**src/rtl/core/body_velocity_integrator_defines.svh**
```systemverilog
// Assertion macros shared by the body velocity integrator RTL.
// Depends on nothing; included by the files that carry assertions.
`ifndef BODY_VELOCITY_INTEGRATOR_DEFINES_SVH
`define BODY_VELOCITY_INTEGRATOR_DEFINES_SVH

// Same-cycle implication, disabled while reset is asserted.
`define BVI_ASSERT_IMP(lbl, clk, rstn, ante, cons) \
    lbl: assert property (@(posedge clk) disable iff (!rstn) (ante) |-> (cons)) \
        else $error("implication check failed");

// Next-cycle implication, disabled while reset is asserted.
`define BVI_ASSERT_NXT(lbl, clk, rstn, ante, cons) \
    lbl: assert property (@(posedge clk) disable iff (!rstn) (ante) |=> (cons)) \
        else $error("next-cycle check failed");

`endif

```
**src/rtl/core/bvi_pkg.sv**
```systemverilog
// Shared types, codes and helpers for the body velocity integrator.
// Depends on nothing; used by the controller, datapath and top level.
package bvi_pkg;

    localparam int FRAC_BITS_DEF = 16;

    localparam logic [1:0] OP_TICK    = 2'd0;
    localparam logic [1:0] OP_IMPULSE = 2'd1;
    localparam logic [1:0] OP_COLLIDE = 2'd2;

    localparam logic [2:0] REG_INV_MASS  = 3'd0;
    localparam logic [2:0] REG_DRAG      = 3'd1;
    localparam logic [2:0] REG_STATIC    = 3'd2;
    localparam logic [2:0] REG_ACTIVE    = 3'd3;
    localparam logic [2:0] REG_REFLECT   = 3'd4;
    localparam logic [2:0] REG_REST_SQ   = 3'd5;
    localparam logic [2:0] REG_MAX_SQ    = 3'd6;

    typedef struct packed {
        logic        [1:0]  op;
        logic        [20:0] dt;
        logic signed [31:0] pos_x;
        logic signed [31:0] pos_y;
        logic signed [31:0] pos_z;
        logic signed [31:0] vec_x;
        logic signed [31:0] vec_y;
        logic signed [31:0] vec_z;
    } in_word_t;

    typedef struct packed {
        logic signed [31:0] new_pos_x;
        logic signed [31:0] new_pos_y;
        logic signed [31:0] new_pos_z;
        logic signed [31:0] vel_x;
        logic signed [31:0] vel_y;
        logic signed [31:0] vel_z;
        logic               is_awake;
        logic               stepped;
    } out_word_t;

    // Multiply pass currently sequenced.
    typedef enum logic [2:0] {
        PH_DRAG = 3'd0,
        PH_SQ   = 3'd1,
        PH_POS  = 3'd2,
        PH_IMP  = 3'd3,
        PH_DOT  = 3'd4,
        PH_REFL = 3'd5
    } phase_t;

    typedef struct packed {
        logic       load;
        logic       mul;
        logic       use_p;
        logic       fin;
        logic       commit;
        phase_t     phase;
        logic [1:0] axis;
    } cmd_t;

    typedef struct packed {
        logic run_tick;
        logic run_imp;
        logic run_refl;
    } status_t;

    function automatic logic signed [31:0] sat32(input logic signed [67:0] x);
        logic signed [31:0] r;
        if (x > 68'sh7FFFFFFF)
            r = 32'sh7FFFFFFF;
        else if (x < -68'sh80000000)
            r = 32'sh80000000;
        else
            r = x[31:0];
        return r;
    endfunction

endpackage

```
**src/rtl/core/bvi_ctrl.sv**
```systemverilog
// Sequencer for the body velocity integrator: handshakes and multiply passes.
// Depends on bvi_pkg and body_velocity_integrator_defines.svh.
`include "body_velocity_integrator_defines.svh"

module bvi_ctrl (
    input  logic              clk,
    input  logic              rst_n,
    input  logic              in_valid,
    output logic              in_stall,
    output logic              out_valid,
    input  logic              out_stall,
    input  bvi_pkg::status_t  status,
    output bvi_pkg::cmd_t     cmd
);

    typedef enum logic [5:0] {
        S_IDLE   = 6'b000001,
        S_LOAD   = 6'b000010,
        S_MUL    = 6'b000100,
        S_USE    = 6'b001000,
        S_FIN    = 6'b010000,
        S_COMMIT = 6'b100000
    } state_t;

    state_t              state_reg, state_next;
    bvi_pkg::phase_t     phase_reg, phase_next;
    logic [1:0]          axis_reg, axis_next;
    logic                out_valid_reg, out_valid_next;
    logic                accept;
    logic                commit_go;

    assign in_stall  = (state_reg != S_IDLE);
    assign accept    = in_valid && (state_reg == S_IDLE);
    assign commit_go = (state_reg == S_COMMIT) && (!out_valid_reg || !out_stall);
    assign out_valid = out_valid_reg;

    always_comb
    begin
        state_next     = state_reg;
        phase_next     = phase_reg;
        axis_next      = axis_reg;
        out_valid_next = out_valid_reg && out_stall;
        case (state_reg)
            S_IDLE:
            begin
                if (accept)
                    state_next = S_LOAD;
            end
            S_LOAD:
            begin
                axis_next = 2'd0;
                if (status.run_tick)
                begin
                    phase_next = bvi_pkg::PH_DRAG;
                    state_next = S_MUL;
                end
                else if (status.run_imp)
                begin
                    phase_next = bvi_pkg::PH_IMP;
                    state_next = S_MUL;
                end
                else if (status.run_refl)
                begin
                    phase_next = bvi_pkg::PH_DOT;
                    state_next = S_MUL;
                end
                else
                    state_next = S_COMMIT;
            end
            S_MUL:
                state_next = S_USE;
            S_USE:
            begin
                if (axis_reg != 2'd2)
                begin
                    axis_next  = axis_reg + 2'd1;
                    state_next = S_MUL;
                end
                else
                begin
                    axis_next = 2'd0;
                    case (phase_reg)
                        bvi_pkg::PH_DRAG, bvi_pkg::PH_IMP:
                        begin
                            phase_next = bvi_pkg::PH_SQ;
                            state_next = S_MUL;
                        end
                        bvi_pkg::PH_SQ, bvi_pkg::PH_DOT:
                            state_next = S_FIN;
                        default:
                            state_next = S_COMMIT;
                    endcase
                end
            end
            S_FIN:
            begin
                if (phase_reg == bvi_pkg::PH_DOT)
                begin
                    phase_next = bvi_pkg::PH_REFL;
                    state_next = S_MUL;
                end
                else if (status.run_tick)
                begin
                    phase_next = bvi_pkg::PH_POS;
                    state_next = S_MUL;
                end
                else
                    state_next = S_COMMIT;
            end
            S_COMMIT:
            begin
                if (commit_go)
                begin
                    out_valid_next = 1'b1;
                    state_next     = S_IDLE;
                end
            end
            default:
                state_next = S_IDLE;
        endcase
    end

    always_comb
    begin
        cmd.load   = accept;
        cmd.mul    = (state_reg == S_MUL);
        cmd.use_p  = (state_reg == S_USE);
        cmd.fin    = (state_reg == S_FIN);
        cmd.commit = commit_go;
        cmd.phase  = phase_reg;
        cmd.axis   = axis_reg;
    end

    always_ff @(posedge clk or negedge rst_n)
    begin
        if (!rst_n)
        begin
            state_reg     <= S_IDLE;
            phase_reg     <= bvi_pkg::PH_DRAG;
            axis_reg      <= 2'd0;
            out_valid_reg <= 1'b0;
        end
        else
        begin
            state_reg     <= state_next;
            phase_reg     <= phase_next;
            axis_reg      <= axis_next;
            out_valid_reg <= out_valid_next;
        end
    end

    `BVI_ASSERT_IMP(a_axis_range, clk, rst_n, 1'b1, axis_reg != 2'd3)
    `BVI_ASSERT_NXT(a_accept_loads, clk, rst_n, accept, state_reg == S_LOAD)
    `BVI_ASSERT_IMP(a_valid_from_commit, clk, rst_n, $rose(out_valid_reg),
                    $past(state_reg) == S_COMMIT)

endmodule

```
**config.mk**
```make
export PLATFORM = sky130hd
export DESIGN_NAME = bvi_ctrl
export DESIGN_NICKNAME = d
export VERILOG_FILES = /design/src/rtl/core/bvi_pkg.sv /design/src/rtl/core/bvi_ctrl.sv
export VERILOG_INCLUDE_DIRS = /design/src /design/src/rtl/core
export SDC_FILE = /design/constraint.sdc
export NUM_CORES = 1
export LEC_CHECK = 0
export BUFFER_PORTS_ARGS = -buffer_cell sky130_fd_sc_hd__buf_4
export CORE_AREA = 5 5 46 52
export DETAILED_ROUTE_END_ITERATION = 16
export DIE_AREA = 0 0 51 57
export PLACE_DENSITY = 0.8
export REMOVE_ABC_BUFFERS = 1
export SLEW_MARGIN = 20
export SYNTH_ARGS = -nofsm -noshare
export SYNTH_HDL_FRONTEND = slang
export SYNTH_SLANG_ARGS = --single-unit
```
**constraint.sdc**
```tcl
create_clock -name clk -period 1.7 [get_ports clk]
set_input_delay 0 -clock clk [delete_from_list [all_inputs] [get_ports clk]]
set_output_delay 0 -clock clk [all_outputs]
set_load 0.005 [all_outputs]
```
==> summary by stage <==
Place
In this run the tool buffered the top-level ports with 18 buffer cells. The instance count after placement with tap cells included is 132. In this run the cell area measured after placement is between 900 and 1000 um^2. Detailed placement finished with a half-perimeter wire length of 1.51 mm. The post-placement worst setup slack is -15.3 ps. The congestion estimate from routability-driven global placement came to between 0.8 and 0.9.

Detailed routing
For this block, the via count after detailed routing is roughly 800. The number of DRC violations after detailed routing is 0. The detail-routed net length per standard cell is roughly 15 um.

The violation count after the first detailed-route iteration is 9. The first-pass iteration count of the detailed router is 4. The routed design has 2.15 mm of wire. Using the TritonRoute via totals, the vias-per-cell ratio works out to between 5 and 6.

The count of nets left with antenna violations once routing finished came out at 0.

Global route
For this run, global-route usage on met2 was measured as 0.239. The number of global-route vias before repair is around 750. The met1 routing resource usage after global routing is 0.167. The number of antenna violations at the first check in global routing came to 0. For this run, the total global-route usage over all layers was measured as 0.146.

The pin count of the biggest net entering global routing is 13. In this run the most used layer during global routing was met2. The first global-routing pass estimated about 3.2 mm of wire. For this run the aggregate overflow at the end of global routing stands at 0. The met3 capacity usage during global routing is 0.0496.

Finish
Once layout is complete, the utilization of the core stands at 0.602. After routing the design area is ~1100 um^2. The fraction of final layout cells sized beyond drive strength 1 is 0.402. The area growth from synthesis to layout is 37.8%. The net count of the finished layout is 135. The register with the most flip-flops in the layout has 6 of them.

The number of standard cells in the final layout excluding fillers is about 150. The number of antenna diodes is 0.

Power
The power per unit of standard cell area is 1520 nW/um^2. In this run the static leakage power is 0.506 nW. Of the total power, combinational logic draws 0.547. Of the total power, the share spent switching nets is 0.388. The completed layout was analyzed and its total power is 1.73 mW. The switching component of the power is ~0.67 mW. The internal power of the cells totals roughly 1.1 mW. The share of total power dissipated in sequential elements is 0.319. The proportion of power drawn by the clock network is 0.134. VDD sags by at most between 0.9 and 1 mV.

Critical path
The startpoint identified for the worst register-to-register timing path is state_reg[4]. The cell with the biggest individual delay on the critical path is sky130_fd_sc_hd__dfrtp_2. The cell depth of the worst setup path is 5.

The worst setup path startpoint is state_reg[4]. STA classifies the critical path startpoint as a flop. The critical path is of the flop to flop type. On the critical path the largest part of the delay comes from compound AO/OA/AOI/OAI gates. Walking the worst path, the cells encountered are xor2_1 > o211ai_1 > o21bai_1 > o21bai_1 > o32a_1. For the worst setup path, the data required time is about 1900 ps. The sum of buffers and inverters on the critical path is 0. Of all nets on the critical path, the largest fanout is 8.

STA classifies the critical path endpoint as a flop. Data arrives at the worst endpoint at between 1500 and 2000 ps. In this run the critical register-to-register path is captured at phase_reg[2]. Following the worst setup path forward leads to its endpoint at phase_reg[2].

The most numerous cell on the critical path is sky130_fd_sc_hd__o21bai_1. The delay of the slowest critical-path stage is roughly 480 ps. The worst-case reg-to-reg path depth is 5. The register-to-register setup slack is 40 ps.

STA
The maximum achievable frequency is 0.602 GHz. In the final timing run, aggregate negative setup slack is 0 ps. The final clock period utilization by the worst path is 0.977. The worst setup margin is between 30 and 40 ps. The count of pins over their slew limit is 0. The number of hold violations in the final report is 0. The largest clock skew in the final design is 4.54 ps. Setup violations remaining at the end of the flow were counted as 0. Hold timing on the final database bottoms out at a slack of just over 40 ps. The post-layout minimum cycle time is approximately 1700 ps. The normalized max-slew margin is 0.780. For the pin with the worst max-slew slack, the measured transition is around 330 ps.

Floorplan
The initial utilization of the core area, before any placement, comes to 0.437. The overall die area is 2910 um^2. Pin placement for this block handled 19 I/O pins. The height of the die is between 50 and 60 um. The floorplan has 17 rows.

After floorplanning, the core was sized to cover 1890 um^2. The die is 51 um wide.

Synth
The number of unique standard cell types used by synthesis is 39. The average instance in the mapped netlist occupies ~8.7 um^2. The synthesized instance count is between 90 and 100. The share of the Yosys chip area taken by registers is 0.365. The number of enable-type register cells in the synthesized netlist is 0. The fraction of registers with async set or reset after synthesis is 1.00.

The flip-flop cell with the highest count after synthesis is sky130_fd_sc_hd__dfrtp_1. The synthesized design contains 12 register bits. The number of warning messages in the yosys log is 0. The synthesized netlist occupies a cell area of around 830 um^2.

Job
The max-capacitance violation count is 0.

Clocking
The later pin in the worst-skew pair is clocked with a latency of 280 ps. TritonCTS built the clock tree. The clock root buffer is sky130_fd_sc_hd__clkbuf_4.

CTS built an H-tree with a depth of 1. The number of buffers created by CTS is 3. The clock net in this run drives a total of 12 sinks. The clock transition at the registers of the reported paths is ~80 ps.

Counting along the longest clock path gives a buffer depth of 2.

Status
The run finished with clean final reports.

Worst hold path
The path type of the worst min-delay path is input pin to flop. The instance count along the most critical hold path is 3.
## timing repair
item | CTS | global route
endpoints found under the hold margin | 15 | 0
resized for setup | 1 | 12
buffers inserted | 0 | 7
setup endpoints to repair | 2 | 6
hold buffers | 3 | 0
cloned | 0 | 0
## cells by family after synthesis
kind of cell              count (synthesis)  synth area share
buffers and inverters                     9            0.0787
muxes                                     1            0.0136
DFF                                      12             0.365
and+or+nand+nor                          51             0.363
AOI/OAI and AO/OA                        20             0.159
xor gates and xnor gates                  2            0.0212
## synthesized netlist by cell type, types with 2 or more instances
cell type                  number  area share
sky130_fd_sc_hd__nor2_1        10       0.045
sky130_fd_sc_hd__nor3_1         5       0.030
sky130_fd_sc_hd__buf_6          3       0.041
sky130_fd_sc_hd__nor4_1         3       0.023
sky130_fd_sc_hd__dfrtp_1       11        0.33
sky130_fd_sc_hd__a21oi_1        5       0.030
sky130_fd_sc_hd__nand2_1       11       0.050
sky130_fd_sc_hd__o21ai_0        5       0.030
sky130_fd_sc_hd__o32a_1         2       0.024
sky130_fd_sc_hd__buf_4          2       0.018
sky130_fd_sc_hd__nor2b_1        2       0.015
sky130_fd_sc_hd__and3_1         2       0.015
sky130_fd_sc_hd__inv_1          2      0.0091
sky130_fd_sc_hd__nand3b_1       2       0.018
sky130_fd_sc_hd__nand4b_1       2       0.021
sky130_fd_sc_hd__o21bai_1       2       0.018
sky130_fd_sc_hd__nor3b_1        4       0.036
## worst min-delay path, delay by kind of cell
| kind | cells | cell delay [ps] |
|---|---|---|
| AOI/OAI and AO/OA | 2 | 170 |
| buffers and inverters | 1 | 120 |
## how the worst min path moves through the flow
stage                    from      endpoint  slack, ps
floorplan               rst_n   axis_reg[0]       -300
global placement        rst_n   axis_reg[1]       -150
detailed placement      rst_n   axis_reg[0]       -150
CTS                 status[2]  state_reg[2]         30
global route        status[2]  phase_reg[0]         60
finish              status[2]  phase_reg[0]         40
## layer usage
metal	share of wire	wire, um
met2	0.55	1190
met5	0	0
met4	0.013	29
met1	0.39	850
met3	0.037	79
## area by class of cell
cell class	count	area [um^2]
Clock buffer	4	36.3
Fill cell	181	753
Inverter	3	11.3
Multi-Input combinational cell	74	499
Sequential cell	12	309
Tap cell	19	23.8
Timing Repair Buffer	34	260
## cells in the final DEF, fill, tap and decap left out, types with 2 or more instances in the layout
| cell type | count |
|---|---|
| sky130_fd_sc_hd__nor4_2 | 2 |
| sky130_fd_sc_hd__o21bai_1 | 2 |
| sky130_fd_sc_hd__dfrtp_2 | 6 |
| sky130_fd_sc_hd__nand2_1 | 11 |
| sky130_fd_sc_hd__nor2b_1 | 2 |
| sky130_fd_sc_hd__nor3b_1 | 4 |
| sky130_fd_sc_hd__o32a_1 | 2 |
| sky130_fd_sc_hd__inv_1 | 2 |
| sky130_fd_sc_hd__dlygate4sd3_1 | 3 |
| sky130_fd_sc_hd__nand3b_1 | 2 |
| sky130_fd_sc_hd__a21oi_1 | 4 |
| sky130_fd_sc_hd__nor3_1 | 4 |
| sky130_fd_sc_hd__buf_4 | 30 |
| sky130_fd_sc_hd__and3_1 | 2 |
| sky130_fd_sc_hd__dfrtp_1 | 5 |
| sky130_fd_sc_hd__o21ai_0 | 4 |
| sky130_fd_sc_hd__nand4b_1 | 2 |
| sky130_fd_sc_hd__clkbuf_4 | 3 |
| sky130_fd_sc_hd__nor2_1 | 10 |
## power by group through the flow
stage	clock [mW]	combinational (mW)	sequential, mW
finish	0.232	0.948	0.553
global route	0.249	1.05	0.574
CTS	0.238	0.789	0.546
detailed placement	0	0.779	0.547
global placement	0	0.754	0.535
floorplan	0	0.453	0.537
No activity file was read; power rests on OpenSTA's default activity.
